## src/rtl/lik_pkg.sv

```systemverilog
// Shared types, constants and tables for the two-link leg inverse kinematics block.
// Used by every module under rtl; depends on nothing.
`default_nettype none
package lik_pkg;

   localparam int CORDIC_STAGES = 16;
   localparam int SQRT_STEPS    = 24;
   localparam int CW            = 58;
   localparam int ZW            = 34;
   localparam int Q13_PI        = 25736;

   localparam logic signed [ZW-1:0] Q30_PI_HALF = 34'sd1686629713;
   localparam logic [24:0]          DEG_SCALE   = 25'd30039490;

   localparam logic [2:0] CSR_UPPER_LINK = 3'd0;
   localparam logic [2:0] CSR_LOWER_LINK = 3'd1;
   localparam logic [2:0] CSR_HIP_MIN    = 3'd2;
   localparam logic [2:0] CSR_HIP_MAX    = 3'd3;
   localparam logic [2:0] CSR_KNEE_MIN   = 3'd4;
   localparam logic [2:0] CSR_KNEE_MAX   = 3'd5;

   typedef struct packed {
      logic [15:0] l1;
      logic [15:0] l2;
      logic [7:0]  hip_min;
      logic [7:0]  hip_max;
      logic [7:0]  knee_min;
      logic [7:0]  knee_max;
   } cfg_type;

   typedef struct packed {
      logic signed [12:0] x;
      logic signed [12:0] y;
      logic               zero;
      logic               neg;
      logic [23:0]        nm;
      logic [23:0]        dm;
   } item_type;

   function automatic logic signed [ZW-1:0] atan_entry(input int i);
      logic signed [ZW-1:0] v;
      case (i)
         0:  v = 34'sd843314857;
         1:  v = 34'sd497837829;
         2:  v = 34'sd263043837;
         3:  v = 34'sd133525159;
         4:  v = 34'sd67021687;
         5:  v = 34'sd33543516;
         6:  v = 34'sd16775851;
         7:  v = 34'sd8388437;
         8:  v = 34'sd4194283;
         9:  v = 34'sd2097149;
         10: v = 34'sd1048576;
         11: v = 34'sd524288;
         12: v = 34'sd262144;
         13: v = 34'sd131072;
         14: v = 34'sd65536;
         15: v = 34'sd32768;
         16: v = 34'sd16384;
         17: v = 34'sd8192;
         18: v = 34'sd4096;
         19: v = 34'sd2048;
         20: v = 34'sd1024;
         21: v = 34'sd512;
         22: v = 34'sd256;
         23: v = 34'sd128;
         default: v = '0;
      endcase
      return v;
   endfunction

endpackage
`default_nettype wire

```

## src/rtl/lik_sqrt.sv

```systemverilog
// Pipelined integer square root, one result bit per register stage.
// Carries the transaction's item alongside; depends on lik_pkg.
`default_nettype none
module lik_sqrt
   import lik_pkg::*;
(
   input  wire logic        clock,
   input  wire logic        reset,
   input  wire logic        adv,
   input  wire logic        in_valid,
   input  wire item_type    in_item,
   input  wire logic [47:0] in_rad,
   output logic             out_valid,
   output item_type         out_item,
   output logic [23:0]      out_root
);

   logic [SQRT_STEPS-1:0] v_ff;
   logic [25:0] rem_ff  [SQRT_STEPS];
   logic [25:0] rem_in  [SQRT_STEPS];
   logic [23:0] root_ff [SQRT_STEPS];
   logic [23:0] root_in [SQRT_STEPS];
   logic [47:0] rad_ff  [SQRT_STEPS];
   logic [47:0] rad_in  [SQRT_STEPS];
   item_type    item_ff [SQRT_STEPS];
   item_type    item_in [SQRT_STEPS];

   always_comb begin
      logic [25:0] src_rem;
      logic [23:0] src_root;
      logic [47:0] src_rad;
      logic [27:0] rem_n, trial;
      for (int k = 0; k < SQRT_STEPS; k++) begin
         if (k == 0) begin
            src_rem    = '0;
            src_root   = '0;
            src_rad    = in_rad;
            item_in[k] = in_item;
         end else begin
            src_rem    = rem_ff[k-1];
            src_root   = root_ff[k-1];
            src_rad    = rad_ff[k-1];
            item_in[k] = item_ff[k-1];
         end
         rem_n = {src_rem, src_rad[47:46]};
         trial = {2'b00, src_root, 2'b01};
         if (rem_n >= trial) begin
            rem_n      = rem_n - trial;
            root_in[k] = {src_root[22:0], 1'b1};
         end else begin
            root_in[k] = {src_root[22:0], 1'b0};
         end
         rem_in[k] = rem_n[25:0];
         rad_in[k] = {src_rad[45:0], 2'b00};
      end
   end

   always_ff @(posedge clock) begin
      if (reset) begin
         v_ff <= '0;
      end else if (adv) begin
         v_ff <= {v_ff[SQRT_STEPS-2:0], in_valid};
      end
   end

   always_ff @(posedge clock) begin
      if (adv) begin
         for (int k = 0; k < SQRT_STEPS; k++) begin
            rem_ff[k]  <= rem_in[k];
            root_ff[k] <= root_in[k];
            rad_ff[k]  <= rad_in[k];
            item_ff[k] <= item_in[k];
         end
      end
   end

   assign out_valid = v_ff[SQRT_STEPS-1];
   assign out_item  = item_ff[SQRT_STEPS-1];
   assign out_root  = root_ff[SQRT_STEPS-1];

endmodule
`default_nettype wire

```

## config.mk

```make
export PLATFORM = sky130hd
export DESIGN_NAME = lik_sqrt
export DESIGN_NICKNAME = d
export VERILOG_FILES = /design/src/rtl/lik_pkg.sv /design/src/rtl/lik_sqrt.sv
export SDC_FILE = /design/constraint.sdc
export NUM_CORES = 2
export LEC_CHECK = 0
export ABC_CLOCK_PERIOD_IN_PS = 3400
export CORE_ASPECT_RATIO = 0.7
export CORE_UTILIZATION = 30
export DETAILED_ROUTE_END_ITERATION = 8
export DONT_BUFFER_PORTS = 1
export MAX_ROUTING_LAYER = met4
export PLACE_DENSITY = 0.57
export SLEW_MARGIN = 20
export SYNTH_ARGS = -nofsm -noshare
export SYNTH_HDL_FRONTEND = slang
export SYNTH_MEMORY_MAX_BITS = 65536
export SYNTH_SLANG_ARGS = --single-unit
```

## constraint.sdc

```tcl
create_clock -name clock -period 3.4 [get_ports clock]
set_input_delay 0 -clock clock [delete_from_list [all_inputs] [get_ports clock]]
set_output_delay 0 -clock clock [all_outputs]
set_load 0.005 [all_outputs]
```

==> flow_summary.json <==
{
  "status": "finished clean",
  "first_iter_violations": 4676,
  "finalWorstPathRequiredPeriod_ps": 3304,
  "hpwl_mm": 115.0,
  "synthArstFlopShare_pct": 0,
  "crit_family": "simple AND/OR/NAND/NOR gates",
  "dieArea_um2": 409300,
  "synth_top_cells_by_area": "edfxtp_1 (80%), ha_1 (3.3%), xnor2_1 (1.7%), xor2_1 (1.4%), inv_1 (1.3%)",
  "crit_top_cell": "nor3_1",
  "layout_common_cells": "edfxtp_1 (3,239), inv_1 (421), clkbuf_16 (330)",
  "synthMuxAreaShare_pct": 0.6542,
  "r2r_slack_ps": 100,
  "drc": 0,
  "path_class": "flop to flop",
  "synth_seq_cells": 3263,
  "finalMaxSlewViolations": 0,
  "finalSetupViolCount": 0,
  "synth-compound-area-share_pct": 5.061,
  "place.gp.congestion": 0.8882,
  "cp.depth": 9,
  "final_common_cell": "edfxtp_1",
  "tritoncts": "done",
  "final_nets": 8012,
  "synth_fa_ha_area_share_pct": 3.343,
  "grt_setup_unrepaired": "yes",
  "grt_max_degree": 233,
  "cts_buffer_depth": 4,
  "dieWidth_um": 764.3,
  "syn_area_um2": 122000,
  "grt.overflow.total": 0,
  "ys_seq_area_share_pct": 80.10,
  "clock_latency_ps": 920,
  "yosys_warnings": 0,
  "antenna_found_initial": 4,
  "syn_nets": 7487,
  "dp_slack_ps": -2556,
  "clock.fmax_mhz": 302.7,
  "r2r_cells": 9,
  "grt_pass1_vias": 56390,
  "ios": 229,
  "drive_gt1_share_pct": 8.816,
  "placed_cells": 12360,
  "via_count": 57330,
  "r2r-end": "rem_ff[0][181]",
  "crit_end": "rem_ff[0][181]",
  "grtUsageMet3_pct": 1.940,
  "p_leak_uw": 0.05025,
  "synth_edf_count": 3239,
  "synthFlopType": "edfxtp_1",
  "wl_mm": 193.0,
  "wire_per_inst_um": 14.59,
  "h-tree-depth": 5,
  "use_met2_pct": 13.66,
  "path_max_fanout": 7,
  "synthCells": 7033,
  "start_kind": "flop",
  "cp_data_required_time_ps": 4050,
  "grt.total_usage_pct": 9.312,
  "slew_headroom_pct": 29.27,
  "yosysTopAreaCell": "edfxtp_1",
  "clock_skew_ps": 59.45,
  "cts.clk_slew.worst_paths_ps": 60,
  "vias_per_cell": 4.335,
  "synth_top_family_by_area": "simple AND/OR/NAND/NOR gates",
  "grt_first_pass_wirelength_mm": 306.2,
  "worstReg2RegStart": "rem_ff[0][148]",
  "cp-startpoint": "rem_ff[0][148]",
  "synth_area_per_cell_um2": 17.35,
  "slowest_stage": "nor3_1",
  "power.total_uw": 93580,
  "stdcell_area_um2": 142600,
  "fp.dieH_um": 535.6,
  "powerDensity_nw_per_um2": 656.0,
  "cap_violations": 0,
  "crit_chain": "or3_1 > or2_2 > nor3_1 > o41ai_4 > or3_4 > o22ai_2 > buf_4 > nor3_1 > xor2_1",
  "crit_buf_inv": 1,
  "firstDrtPassIters": 6,
  "tightest_slew_ps": 1061,
  "fin_crit_sh_pct": 97.18,
  "area_growth_pct": 16.90,
  "yosys.area.top_type_share_pct": 79.71,
  "cp-end-kind": "flop",
  "hp-class": "primary input to flop",
  "cts_buffers": 325,
  "grt_use_met1_pct": 12.81,
  "gr-max-usage-layer": "met2",
  "dpl-instance-area_um2": 129000,
  "yosys.area_share.simple_pct": 5.446,
  "io_buffer_count": 0,
  "fin_setup_tns_ps": 0,
  "synth.distinct_cells": 87,
  "start_util_pct": 30.20,
  "coreArea_um2": 404000,
  "fp-row-count": 195,
  "ant_nets": 0,
  "cts_root_buf": "clkbuf_16",
  "max_stage_delay_ps": 530,
  "peakVddDrop_mv": 0.4550,
  "clkSinkCount": 3263,
  "cp.arrival_ps": 3960,
  "postLayoutSetupSlackWorst_ps": 95.86,
  "instances_no_fill": 13220,
  "synth_xor_area_share_pct": 3.172,
  "hold_viol": 0
}
-- cell usage after synthesis, drive strengths merged, types with 53 or more instances --
master and instances:
edfxtp 3239, nor4 71, or3 59, o21a 67, xor2 202, buf 116
xnor2 240, clkbuf 78, inv 423, nor2 323, nor3 129, nand3 91
ha 326, nand4 53, o21ai 252, nand2 323, a21oi 293, a21o 94
-- flip-flops by register name, summed over array words and instances, names as in the netlist --
signal	cells
root_ff	300
rem_ff	563
item_ff	1824
rad_ff	552
v_ff	24
-- metal layers --
metal	wire length, um	part of all wire, %	vias up
met2	83810	43	1286
li1	-	-	27720
met3	9487	4.9	457
met5	0	0	-
met1	93420	48	27870
met4	6232	3.2	0
-- metrics by stage --
stage          hold WS, ps  utilization (%)
3_3_place_gp         82.00            31.88
5_1_grt              91.74            35.31
2_1_floorplan        72.38                -
6_report             130.6            35.31
3_5_place_dp         78.12            31.93
4_1_cts              60.88            35.24
-- report_power, final --
part / switching (uW) / total (uW) / internal [uW]
clock: 15100 / 34800 / 19600
sequential: 1570 / 49900 / 48300
combinational: 5150 / 8940 / 3790
-- final cells by class --
type                       count  area (um2)
inverter                     424        1595
sequential                  3263       97740
clock inverter               179        1782
antenna                        3       7.507
timing repair buffer         392        4488
fill                       37580      261400
tap                         5417        6778
multi-input combinational   3152       21730
clock buffer                 394        8528
-- tightest hold or removal path, delay by kind of cell --
kind     cells  cell delay (ps)
buf+inv      5              780
-- what timing repair did --
item / 4_1_cts / 5_1_grt
setup buffers: 1 / 8
endpoints found under the setup margin: 901 / 217
gates cloned: 8 / 0
hold buffers: 264 / 3
gates resized for setup: 2 / 28
hold endpoints to repair: 658 / 88
pin swaps: 1 / 3
-- worst min-delay path by stage --
stage                      from         endpoint  slack [ps]  depth (start not counted)
after floorplan           reset         v_ff[16]          70                          1
after global placement    reset          v_ff[1]          80                          1
after detailed placement  reset         v_ff[16]          80                          1
after CTS                 reset          v_ff[8]          60                          2
after global routing        adv  item_ff[1][122]          90                          5
final                       adv  item_ff[1][271]         130                          5
-- logic make-up (layout without fill, tap and decap cells) --
| group | after synthesis | in the layout |
|---|---|---|
| compound gates | 981 | 981 |
| fa+ha+maj | 326 | 326 |
| simple gates | 1328 | 1328 |
| mux | 74 | 74 |
| flops | 3263 | 3263 |
| other cells | 1 | 4 |
| buf+inv | 618 | 1389 |
| xor+xnor | 442 | 442 |
(Power assumes the default switching activity.)
