===== config.mk =====
export PLATFORM = sky130hd
export DESIGN_NAME = lik_post
export DESIGN_NICKNAME = d
export VERILOG_FILES = /design/src/rtl/lik_pkg.sv /design/src/rtl/lik_post.sv
export SDC_FILE = /design/constraint.sdc
export NUM_CORES = 1
export LEC_CHECK = 0
export ABC_AREA = 1
export BUFFER_PORTS_ARGS = -buffer_cell sky130_fd_sc_hd__buf_4
export CAP_MARGIN = 20
export CORE_ASPECT_RATIO = 1.75
export CORE_UTILIZATION = 45
export CTS_CLUSTER_SIZE = 24
export DETAILED_ROUTE_END_ITERATION = 12
export HOLD_SLACK_MARGIN = 0.02
export SYNTH_ARGS = -nofsm -noshare
export SYNTH_HDL_FRONTEND = slang
export SYNTH_SLANG_ARGS = --single-unit

===== constraint.sdc =====
create_clock -name clock -period 7.6 [get_ports clock]
set_input_delay 0.76 -clock clock [delete_from_list [all_inputs] [get_ports clock]]
set_output_delay 0.76 -clock clock [all_outputs]
set_load 0.005 [all_outputs]

===== src/rtl/lik_pkg.sv =====
// Shared types, constants and tables for the two-link leg inverse kinematics block.
// Used by every module under rtl; depends on nothing.
`default_nettype none
package lik_pkg;

   localparam int CORDIC_STAGES = 16;
   localparam int SQRT_STEPS    = 24;
   localparam int CW            = 58;
   localparam int ZW            = 34;
   localparam int Q13_PI        = 25736;

   localparam logic signed [ZW-1:0] Q30_PI_HALF = 34'sd1686629713;
   localparam logic [24:0]          DEG_SCALE   = 25'd30039490;

   localparam logic [2:0] CSR_UPPER_LINK = 3'd0;
   localparam logic [2:0] CSR_LOWER_LINK = 3'd1;
   localparam logic [2:0] CSR_HIP_MIN    = 3'd2;
   localparam logic [2:0] CSR_HIP_MAX    = 3'd3;
   localparam logic [2:0] CSR_KNEE_MIN   = 3'd4;
   localparam logic [2:0] CSR_KNEE_MAX   = 3'd5;

   typedef struct packed {
      logic [15:0] l1;
      logic [15:0] l2;
      logic [7:0]  hip_min;
      logic [7:0]  hip_max;
      logic [7:0]  knee_min;
      logic [7:0]  knee_max;
   } cfg_type;

   typedef struct packed {
      logic signed [12:0] x;
      logic signed [12:0] y;
      logic               zero;
      logic               neg;
      logic [23:0]        nm;
      logic [23:0]        dm;
   } item_type;

   function automatic logic signed [ZW-1:0] atan_entry(input int i);
      logic signed [ZW-1:0] v;
      case (i)
         0:  v = 34'sd843314857;
         1:  v = 34'sd497837829;
         2:  v = 34'sd263043837;
         3:  v = 34'sd133525159;
         4:  v = 34'sd67021687;
         5:  v = 34'sd33543516;
         6:  v = 34'sd16775851;
         7:  v = 34'sd8388437;
         8:  v = 34'sd4194283;
         9:  v = 34'sd2097149;
         10: v = 34'sd1048576;
         11: v = 34'sd524288;
         12: v = 34'sd262144;
         13: v = 34'sd131072;
         14: v = 34'sd65536;
         15: v = 34'sd32768;
         16: v = 34'sd16384;
         17: v = 34'sd8192;
         18: v = 34'sd4096;
         19: v = 34'sd2048;
         20: v = 34'sd1024;
         21: v = 34'sd512;
         22: v = 34'sd256;
         23: v = 34'sd128;
         default: v = '0;
      endcase
      return v;
   endfunction

endpackage
`default_nettype wire


===== src/rtl/lik_post.sv =====
// Output stages: zero-target override, degree conversion and servo limit clamp.
// Two register stages, the second is the result register; depends on lik_pkg.
`default_nettype none
module lik_post
   import lik_pkg::*;
(
   input  wire logic               clock,
   input  wire logic               reset,
   input  wire logic               adv,
   input  wire logic               in_valid,
   input  wire logic               in_zero,
   input  wire logic signed [15:0] in_hip,
   input  wire logic signed [15:0] in_knee,
   input  wire cfg_type            cfg,
   output logic                    out_valid,
   output logic signed [15:0]      out_hip,
   output logic [14:0]             out_knee,
   output logic [7:0]              out_hip_cmd,
   output logic [7:0]              out_knee_cmd
);

   logic [1:0] v_ff;

   logic signed [15:0] hip_in, hip1_ff, hip2_ff;
   logic [14:0]        knee_in, knee1_ff, knee2_ff;
   logic [15:0]        hmag_in;
   logic               hneg1_ff;
   logic [39:0]        hprod1_ff, kprod1_ff;

   logic signed [9:0] hd_in, kd_in, hcl_in, kcl_in;
   logic [7:0]        hcmd2_ff, kcmd2_ff;

   always_comb begin
      hip_in  = in_zero ? 16'sd0 : in_hip;
      knee_in = (in_zero || in_knee < 0) ? 15'd0 : in_knee[14:0];
      hmag_in = hip_in[15] ? 16'(-hip_in) : hip_in;
   end

   always_comb begin
      hd_in = hneg1_ff ? -$signed({2'b00, hprod1_ff[39:32]}) : $signed({2'b00, hprod1_ff[39:32]});
      kd_in = $signed({2'b00, kprod1_ff[39:32]});
      hcl_in = hd_in;
      if (hd_in < $signed({2'b00, cfg.hip_min})) begin
         hcl_in = $signed({2'b00, cfg.hip_min});
      end else if (hd_in > $signed({2'b00, cfg.hip_max})) begin
         hcl_in = $signed({2'b00, cfg.hip_max});
      end
      kcl_in = kd_in;
      if (kd_in < $signed({2'b00, cfg.knee_min})) begin
         kcl_in = $signed({2'b00, cfg.knee_min});
      end else if (kd_in > $signed({2'b00, cfg.knee_max})) begin
         kcl_in = $signed({2'b00, cfg.knee_max});
      end
   end

   always_ff @(posedge clock) begin
      if (reset) begin
         v_ff <= '0;
      end else if (adv) begin
         v_ff <= {v_ff[0], in_valid};
      end
   end

   always_ff @(posedge clock) begin
      if (adv) begin
         hip1_ff   <= hip_in;
         knee1_ff  <= knee_in;
         hneg1_ff  <= hip_in[15];
         hprod1_ff <= hmag_in[14:0] * DEG_SCALE;
         kprod1_ff <= knee_in * DEG_SCALE;

         hip2_ff   <= hip1_ff;
         knee2_ff  <= knee1_ff;
         hcmd2_ff  <= hcl_in[7:0];
         kcmd2_ff  <= kcl_in[7:0];
      end
   end

   assign out_valid    = v_ff[1];
   assign out_hip      = hip2_ff;
   assign out_knee     = knee2_ff;
   assign out_hip_cmd  = hcmd2_ff;
   assign out_knee_cmd = kcmd2_ff;

endmodule
`default_nettype wire

==> impl_metrics.env, run 1 <==
export IMPL_r2r_cells=19
export IMPL_setup_violations=0
export IMPL_gp_congestion=1.00
export IMPL_io_pins=149
export IMPL_synth_edf_count=94
export IMPL_antennaDiodeCount=0
export IMPL_start_util_pct=46.0
export IMPL_core_area_mm2=0.0354
export IMPL_track_usage_pct=26.2
export IMPL_grt_pass1_wl_um=71600
export IMPL_holdPathStages=0
export IMPL_grt_setup_unrepaired="false"
export IMPL_slew_headroom_pct=32.7
export IMPL_syn2layout_area_growth_pct=12.1
export IMPL_synth_cells=1824
export IMPL_crit_path_start="in_hip[0]"
export IMPL_first_global_vias=13691
export IMPL_grt_max_degree=77
export IMPL_r2r_start="hprod1_ff[32]"
export IMPL_reg2reg_to="out_hip_cmd[7]"
export IMPL_drive_above_1_share_pct=8.83
export IMPL_first_pass_iters=5
export IMPL_clock_sinks=96
export IMPL_fill_cells=3381
export IMPL_cts_tree="built"
export IMPL_hp_class="register to register"
export IMPL_dp_cells=2432
export IMPL_cpMaxStageDelayCell="fa_1"
export IMPL_worstSetupPathType="primary input to register"
export IMPL_yosysWarnings=0
export IMPL_timing_fmax_ghz=0.144
export IMPL_crit_path_frequent_cell="nand2_1"
export IMPL_endpoint="hprod1_ff[39]"
export IMPL_ctsResizeCount=0
export IMPL_p_leak_uw=0.0101
export IMPL_ys_ff_latch=96
export IMPL_via_count=12383
export IMPL_power_total_uw=6610
export IMPL_postRouteAntennaNets=0
export IMPL_fin_crit_ps=6940
export IMPL_tns_ps=0
export IMPL_cellPowerDensity_mw_per_mm2=362
export IMPL_synth_ff_type="edfxtp_1"
export IMPL_finalWirelength_um=45900
export IMPL_maxSlewViolCount=0
export IMPL_vias_per_cell=5.06
export IMPL_required_ps=7740
export IMPL_numCtsBuffers=9
export IMPL_drtIter0Drc=403
export IMPL_portBuffers=116
export IMPL_crit_path_start_kind="primary input"
export IMPL_place_ws_ps=387
export IMPL_drc=0
export IMPL_worst_slew_pin_slew_ps=1010
export IMPL_ir_drop_mv=0.276
export IMPL_num_rows=91
export IMPL_fp_dieW_um=146
export IMPL_fin_cells=2448
export IMPL_antenna_found_initial=0
export IMPL_cp_max_fo=4
export IMPL_nNetsFinal=2607
export IMPL_status="completed"
export IMPL_endpoint_kind="register"
export IMPL_post_cts_buffers=0
export IMPL_clock_skew_ps=10.8
export IMPL_finalHoldViolations=0
export IMPL_drt_wirelength_per_cell_um=18.7
export IMPL_die_h_um=254
export IMPL_htree_levels=3
export IMPL_async_flop_share_pct=0
export IMPL_setup_ws_ps=661
export IMPL_slowest_delay_ps=560
export IMPL_clk_latency_ps=370
export IMPL_syn_nets=2453
export IMPL_grt_ovfl_total=0
export IMPL_clockRootBuffer="clkbuf_16"
export IMPL_ys_seq_area_share_pct=17.6
export IMPL_syn_area_mm2=0.0163
export IMPL_critPathArrivalTime_ps=7070
export IMPL_synth_area_per_cell_um2=8.94
export IMPL_path_clk_slew_ps=80
export IMPL_synth_distinct_cells=39
export IMPL_reg2reg_slack_ps=4370
export IMPL_maxCapViolations=0
export IMPL_dieArea_mm2=0.0370
export IMPL_clk_path_buf_depth=2
export IMPL_cts_hold_buf=0
export IMPL_dp_hpwl_um=41100
export IMPL_fin_crit_sh_pct=91.3
-- cell families (layout without fill, tap and decap cells) --
logic type / Yosys count / in the layout / share of synthesized area [%]
flip-flops: 96 / 96 / 17.6
adder cells (fa/ha/maj): 528 / 528 / 51.0
AND/OR/NAND/NOR: 551 / 551 / 14.0
XOR/XNOR: 16 / 16 / 0.859
AO/OA/AOI/OAI: 176 / 176 / 6.01
buffers and inverters: 457 / 616 / 10.6
-- final cells by class --
cell class | instances | area (µm²) | area share, %
multi-input cells | 1271 | 11700 | 64.1
flip-flops and latches | 96 | 2860 | 15.7
inverters | 452 | 1700 | 9.28
repair buffers | 148 | 1110 | 6.08
well taps | 465 | 582 | 3.18
clock buffers | 9 | 225 | 1.23
clock inverters | 7 | 83.8 | 0.459
-- placed cells by master (no fill, tap or decap), drive strengths merged, types with 11 or more instances in the layout --
cell,instances
inv,456
nand2,336
nor2,102
buf,148
ha,300
xor2,11
a21o,11
edfxtp,94
fa,228
nand3,67
nor3,19
o21ai,59
a21oi,78
-- cell usage after synthesis (all sizes together) (2+ instances only) --
master / n / area share [%]
inv: 452 / 10
nand2: 336 / 7.9
ha: 300 / 23
fa: 228 / 28
nor2: 102 / 2.4
edfxtp: 94 / 17
a21oi: 78 / 2.4
nand3: 67 / 2.1
o21ai: 59 / 1.8
nor3: 19 / 0.58
a21o: 11 / 0.51
xor2: 11 / 0.59
nand4: 10 / 0.38
nor4: 10 / 0.38
o21a: 8 / 0.37
o21bai: 8 / 0.37
xnor2: 5 / 0.27
a31oi: 4 / 0.15
buf: 3 / 0.15
o211ai: 3 / 0.17
clkbuf: 2 / 0.046
dfxtp: 2 / 0.25
nand3b: 2 / 0.092
nor4b: 2 / 0.11
o31ai: 2 / 0.092
or2: 2 / 0.077
-- worst min path at each step --
stage	startpoint	endpoint
after floorplan	hip1_ff[0]	out_hip[0]
after global placement	hip1_ff[12]	out_hip[12]
after detailed placement	hip1_ff[13]	out_hip[13]
after CTS	knee1_ff[0]	out_knee[0]
after global routing	hip1_ff[9]	out_hip[9]
final	knee1_ff[0]	out_knee[0]
-- layer usage --
layer  wire length [µm]  global-route usage, %  share of wire (%)
met1              14300                   22.1                 31
met2              27000                   54.8                 59
met3                782                   1.97                1.7
met4               3820                   20.5                8.3
met5                  0                      0                  0
-- worst max-delay path: cells and delay by family --
family,cells,cell delay (ps)
adder cells (fa/ha/maj),9,3480
AND/OR/NAND/NOR,16,1970
buffers and inverters,10,860
-- metrics by stage --
stage	hold WS [ps]	utilization, %	cell area (µm²)
2_1_floorplan	400	-	16300
3_3_place_gp	402	50.7	18000
3_5_place_dp	406	50.7	18000
4_1_cts	417	51.6	18300
5_1_grt	430	51.6	18300
6_report	421	51.6	18300
-- sequential cells by signal, summed over array words and instances (netlist names) --
name and count:
knee1_ff 15, out_knee_cmd 8, hprod1_ff 8, hip1_ff 16, kprod1_ff 8, out_knee 15
out_hip 16, out_hip_cmd 8, v_ff 2
-- power by group --
group	leakage [µW]	switching, µW	total (µW)	internal [µW]
clock	0.000151	245	481	237
combinational	0.00904	3420	5400	1990
sequential	0.000931	34.5	726	692
No activity file was read; power rests on OpenSTA's default activity.
==> run 2: changes to the inputs <==
- CTS_BUF_LIST: unset -> sky130_fd_sc_hd__clkbuf_16
- PLACE_DENSITY: unset -> 0.63
==> run 2 against run 1 <==
  * Power up 0.75%
  * Sequential share of layout area about the same
  * Via count up 2.5%
  * Highest routed layer unchanged
  * Sequential cell count unchanged
  * Largest cell class unchanged
  * Non-clock buffer count down 3
  * Fmax down 3.1%
  * Setup slack worse by 220 ps
  * First-iteration DRC count up 42%
  * Clock power down 0.8%
  * Sequential power about the same
==> impl_metrics.env, run 2 (synthesis results as in run 1) <==
export IMPL_via_count=12696
export IMPL_holdPathStages=0
export IMPL_hp_class="register to register"
export IMPL_maxSlewViolCount=0
export IMPL_drtIter0Drc=571
export IMPL_endpoint_kind="register"
export IMPL_vias_per_cell=5.19
export IMPL_final_core_utilization_pct=51.5
export IMPL_die_h_um=254
export IMPL_dp_cells=2429
export IMPL_grt_setup_unrepaired="false"
export IMPL_tns_ps=0
export IMPL_nNetsFinal=2604
export IMPL_start_util_pct=46.0
export IMPL_slew_headroom_pct=36.0
export IMPL_fin_crit_sh_pct=94.2
export IMPL_grt_pass1_wl_um=71500
export IMPL_path_clk_slew_ps=80
export IMPL_clock_skew_ps=12.8
export IMPL_critPathArrivalTime_ps=7290
export IMPL_maxCapViolations=0
export IMPL_cp_max_fo=4
export IMPL_syn2layout_area_growth_pct=11.9
export IMPL_core_area_mm2=0.0354
export IMPL_clockRootBuffer="clkbuf_16"
export IMPL_num_rows=91
export IMPL_clk_path_buf_depth=2
export IMPL_cts_tree="built"
export IMPL_numCtsBuffers=9
export IMPL_cts_hold_buf=0
export IMPL_track_usage_pct=26.0
export IMPL_portBuffers=116
export IMPL_antenna_found_initial=0
export IMPL_fin_cells=2445
export IMPL_drt_wirelength_per_cell_um=18.7
export IMPL_ctsResizeCount=0
export IMPL_r2r_cells=19
export IMPL_timing_fmax_ghz=0.140
export IMPL_first_global_vias=13752
export IMPL_dpl_cell_area_mm2=0.0179
export IMPL_dieArea_mm2=0.0370
export IMPL_antennaDiodeCount=0
export IMPL_setup_violations=0
export IMPL_fin_crit_ps=7160
export IMPL_fp_dieW_um=146
export IMPL_layout_common_cells="inv_1, nand2_1, ha_1"
export IMPL_post_cts_buffers=0
export IMPL_mostFrequentLayoutCell="inv_1"
export IMPL_worstSetupPathType="primary input to register"
export IMPL_cellPowerDensity_mw_per_mm2=365
export IMPL_drive_above_1_share_pct=8.69
export IMPL_fill_cells=3306
export IMPL_htree_levels=3
export IMPL_grt_ovfl_total=0
export IMPL_finalWirelength_um=45800
export IMPL_clk_latency_ps=380
export IMPL_p_leak_uw=0.0101
export IMPL_postRouteAntennaNets=0
export IMPL_power_total_uw=6660
export IMPL_status="completed"
export IMPL_io_pins=149
export IMPL_required_ps=7730
export IMPL_dp_hpwl_um=40900
export IMPL_crit_path_start_kind="primary input"
export IMPL_ir_drop_mv=0.241
export IMPL_finalHoldViolations=0
export IMPL_gp_congestion=1.01
export IMPL_final_area_mm2=0.0183
export IMPL_worst_slew_pin_slew_ps=961
export IMPL_first_pass_iters=5
export IMPL_clock_sinks=96
export IMPL_grt_max_degree=75
export IMPL_drc=0
==> run 2: cell type report <==
class	count	area [µm²]	share of cell area [%]
clock buffer	9	225	1.23
clock inverter	7	81.3	0.446
inverter	452	1700	9.30
multi-input combinational	1271	11700	64.2
sequential	96	2860	15.7
tap	465	582	3.19
timing repair buffer	145	1090	5.96
==> run 2: path summary, 6_finish.rpt <==
check / from / to / slack (ps)
worst min register to register: hip1_ff[11] / out_hip[11] / 420
worst max-delay path: in_zero / hprod1_ff[34] / 440
worst max register to register: hprod1_ff[32] / out_hip_cmd[0] / 4350
worst min-delay path: hip1_ff[11] / out_hip[11] / 420
==> run 2: layer usage <==
metal	routed length (µm)	global-route usage, %
met1	14000	22.2
met2	26800	53.5
met3	1090	2.51
met4	3960	20.8
met5	0	0
==> run 2: per-stage QoR <==
step	setup WS [ps]	hold WS, ps
floorplan	837	400
global placement	262	401
detailed placement	223	406
CTS	588	420
global route	177	426
finish	437	417
==> run 2: worst max-delay path: stages <==
cell and delay [ps]:
buf_4 130, nor2_1 150, inv_1 220, ha_1 280, or2_2 300, o21ai_0 700, inv_1 140, fa_1 510
inv_1 110, fa_1 440, ha_1 280, inv_1 50, fa_1 510, fa_1 550, inv_1 60, fa_1 480
ha_1 350, a21oi_1 190, o21a_1 170, nor2_1 50, o31ai_1 610, nand2_1 110, nand2_1 80, nand2_1 40
==> run 2: report_power, final <==
group	internal (µW)	switching, µW
logic	2000	3460
registers	692	35.9
clock network	235	242
total	2920	3740
==> run 3: changes to the inputs <==
- ABC_AREA: 1 -> unset
==> run 3 against run 2 <==
  * Fmax fell by 4.3%
  * Sequential power decreased by 2%
  * Register-to-register slack lost 310 ps
  * Core utilization up 2.3 points
  * Cell area down 4.4%
  * Critical endpoint is now hprod1_ff[37]
  * First-iteration DRC count decreased by 29%
  * Clock-buffer cell count is the same
  * Combinational power fell by 34%
  * Sequential cell count unchanged
  * Largest power group unchanged
  * Hold slack gained 1.5 ps
  * Setup slack worse by 320 ps
==> impl_metrics.env, run 3 <==
export IMPL_p_sw_share_pct=47.1
export IMPL_final_core_utilization_pct=53.8
export IMPL_synth_ff_type="edfxtp_1"
export IMPL_cts_tree="built"
export IMPL_via_count=10198
export IMPL_first_pass_iters=4
export IMPL_yosysWarnings=0
export IMPL_endpoint_kind="register"
export IMPL_cp_max_fo=4
export IMPL_syn_nets=1976
export IMPL_antenna_found_initial=1
export IMPL_dp_cells=1953
export IMPL_yosys_cell_count_top_type="inv_1"
export IMPL_yosysTopAreaCell="fa_1"
export IMPL_clock_skew_ps=11.0
export IMPL_status="completed"
export IMPL_track_usage_pct=25.5
export IMPL_io_pins=149
export IMPL_ys_top_cells_by_count="inv_1, ha_1, fa_1"
export IMPL_drc=0
export IMPL_worst_slew_pin_slew_ps=967
export IMPL_final_area_mm2=0.0175
export IMPL_grt_ovfl_total=0
export IMPL_synth_cells=1347
export IMPL_clockRootBuffer="clkbuf_16"
export IMPL_fp_dieW_um=140
export IMPL_pwr_share_clk_pct=9.5
export IMPL_htree_levels=3
export IMPL_clk_latency_ps=370
export IMPL_p_int_uw=2510
export IMPL_required_ps=7720
export IMPL_power_total_uw=4740
export IMPL_drt_wirelength_per_cell_um=20.3
export IMPL_cts_hold_buf=0
export IMPL_clk_path_buf_depth=2
export IMPL_fin_cells=1974
export IMPL_grt_setup_unrepaired="true"
export IMPL_grt_max_degree=53
export IMPL_dpl_cell_area_mm2=0.0171
export IMPL_fill_cells=2913
export IMPL_ys_seq_area_share_pct=19.2
export IMPL_grt_pass1_wl_um=63100
export IMPL_setup_violations=0
export IMPL_yosys_top_cells_area="fa_1, ha_1, edfxtp_1"
export IMPL_nNetsFinal=2197
export IMPL_dieArea_mm2=0.0339
export IMPL_tns_ps=0
export IMPL_yosysTopAreaCellShare_pct=30.6
export IMPL_dp_hpwl_um=35800
export IMPL_synth_edf_count=94
export IMPL_maxSlewViolCount=0
export IMPL_numCtsBuffers=9
export IMPL_fin_crit_ps=7480
export IMPL_switching_power_uw=2230
export IMPL_maxCapViolations=0
export IMPL_synth_distinct_cells=60
export IMPL_synth_area_per_cell_um2=11.1
export IMPL_hp_start="knee1_ff[1]"
export IMPL_fin_crit_sh_pct=98.4
export IMPL_postRouteAntennaNets=0
export IMPL_mostFrequentLayoutCell="inv_1"
export IMPL_gp_congestion=0.947
export IMPL_critPathArrivalTime_ps=7600
export IMPL_vias_per_cell=5.17
export IMPL_syn_area_mm2=0.0149
export IMPL_crit_path_start="in_hip[7]"
export IMPL_pwr_share_seq_pct=15.1
export IMPL_core_area_mm2=0.0324
export IMPL_timing_fmax_ghz=0.134
export IMPL_clock_sinks=96
export IMPL_worstSetupPathType="primary input to register"
export IMPL_p_leak_uw=0.00939
export IMPL_finalHoldViolations=0
export IMPL_crit_path_start_kind="primary input"
export IMPL_ir_drop_mv=0.155
export IMPL_hp_class="register to register"
export IMPL_drive_above_1_share_pct=17.3
export IMPL_portBuffers=116
export IMPL_cellPowerDensity_mw_per_mm2=272
export IMPL_drtIter0Drc=403
export IMPL_layout_common_cells="inv_1, ha_1, fa_1"
export IMPL_r2r_start="hprod1_ff[32]"
export IMPL_finalWirelength_um=40000
export IMPL_path_clk_slew_ps=70
export IMPL_combPwrFrac_pct=75.4
export IMPL_ys_ff_latch=96
export IMPL_start_util_pct=46.0
export IMPL_num_rows=87
export IMPL_slew_headroom_pct=35.4
export IMPL_syn2layout_area_growth_pct=17.0
export IMPL_first_global_vias=11539
export IMPL_die_h_um=243
export IMPL_async_flop_share_pct=0
==> run 3: worst paths after layout <==
path / cells past startpoint / end / slack, ps
worst max register to register: 11 / out_hip_cmd[2] / 4040
worst max-delay path: 28 / hprod1_ff[37] / 120
worst min register to register: 0 / out_knee[1] / 420
worst min-delay path: 0 / out_knee[1] / 420
==> run 3: cell type report <==
type / count / area, µm² / area share, %
multi-input combinational: 898 / 10900 / 62.3
sequential: 96 / 2860 / 16.4
timing repair buffer: 217 / 1640 / 9.38
inverter: 346 / 1300 / 7.46
tap: 400 / 500 / 2.87
clock buffer: 9 / 225 / 1.29
clock inverter: 7 / 56.3 / 0.323
antenna: 1 / 2.50 / 0.0143
==> run 3: power by group through the flow <==
stage | clock [µW] | sequential [µW] | combinational, µW
after floorplan | 0 | 720 | 2300
after global placement | 0 | 726 | 3460
after detailed placement | 0 | 728 | 3520
after CTS | 465 | 717 | 3590
after global routing | 481 | 723 | 4090
final | 449 | 716 | 3580
==> run 3: critical path, cell delays in order <==
cell and delay, ps:
buf_6 90, or4_4 540, or3_4 340, o31a_1 270, xor2_2 200, inv_2 80, ha_4 280, inv_4 40
ha_4 140, or2_4 240, fa_2 550, inv_2 40, fa_2 440, fa_1 490, inv_1 50, fa_1 480
inv_1 50, fa_1 500, inv_2 50, ha_4 210, a21o_1 150, a221o_1 400, a21oi_2 190, o22ai_1 100
a311o_2 390, a2111oi_4 330, nor3_2 80, xor2_1 150
==> run 3: layer usage <==
layer / share of wire [%] / vias to the layer above / track usage [%]
met3: 2.6 / 69 / 3.06
met5: 0 / - / 0
met4: 6.3 / 0 / 14.6
met2: 60 / 180 / 52.8
li1: - / 4818 / -
met1: 31 / 5131 / 22.9
==> run 3: cell families (layout without fill, tap and decap cells) <==
group           Yosys count  count (layout)  share of synthesized area (%)
compound gates          130             130                           5.99
xor+xnor                 41              41                           2.41
fa+ha+maj               528             528                           55.8
buf+inv                 353             579                           8.88
flops                    96              96                           19.2
mux                      28              28                           1.90
other cells               0               1                              0
simple gates            171             171                           5.86
==> run 3: timing repair <==
| action | CTS | global route |
|---|---|---|
| pin swaps | 10 | 6 |
| gates resized for setup | 5 | 10 |
| endpoints found under the setup margin | 3 | 5 |
| setup buffers | 3 | 1 |
==> run 3: per-stage QoR <==
| step | hold slack (ps) | setup WS, ps |
|---|---|---|
| 6_report | 419 | 118 |
| 3_5_place_dp | 405 | -440 |
| 3_3_place_gp | 400 | -417 |
| 2_1_floorplan | 400 | -46.2 |
| 4_1_cts | 420 | 28.0 |
| 5_1_grt | 424 | -64.4 |
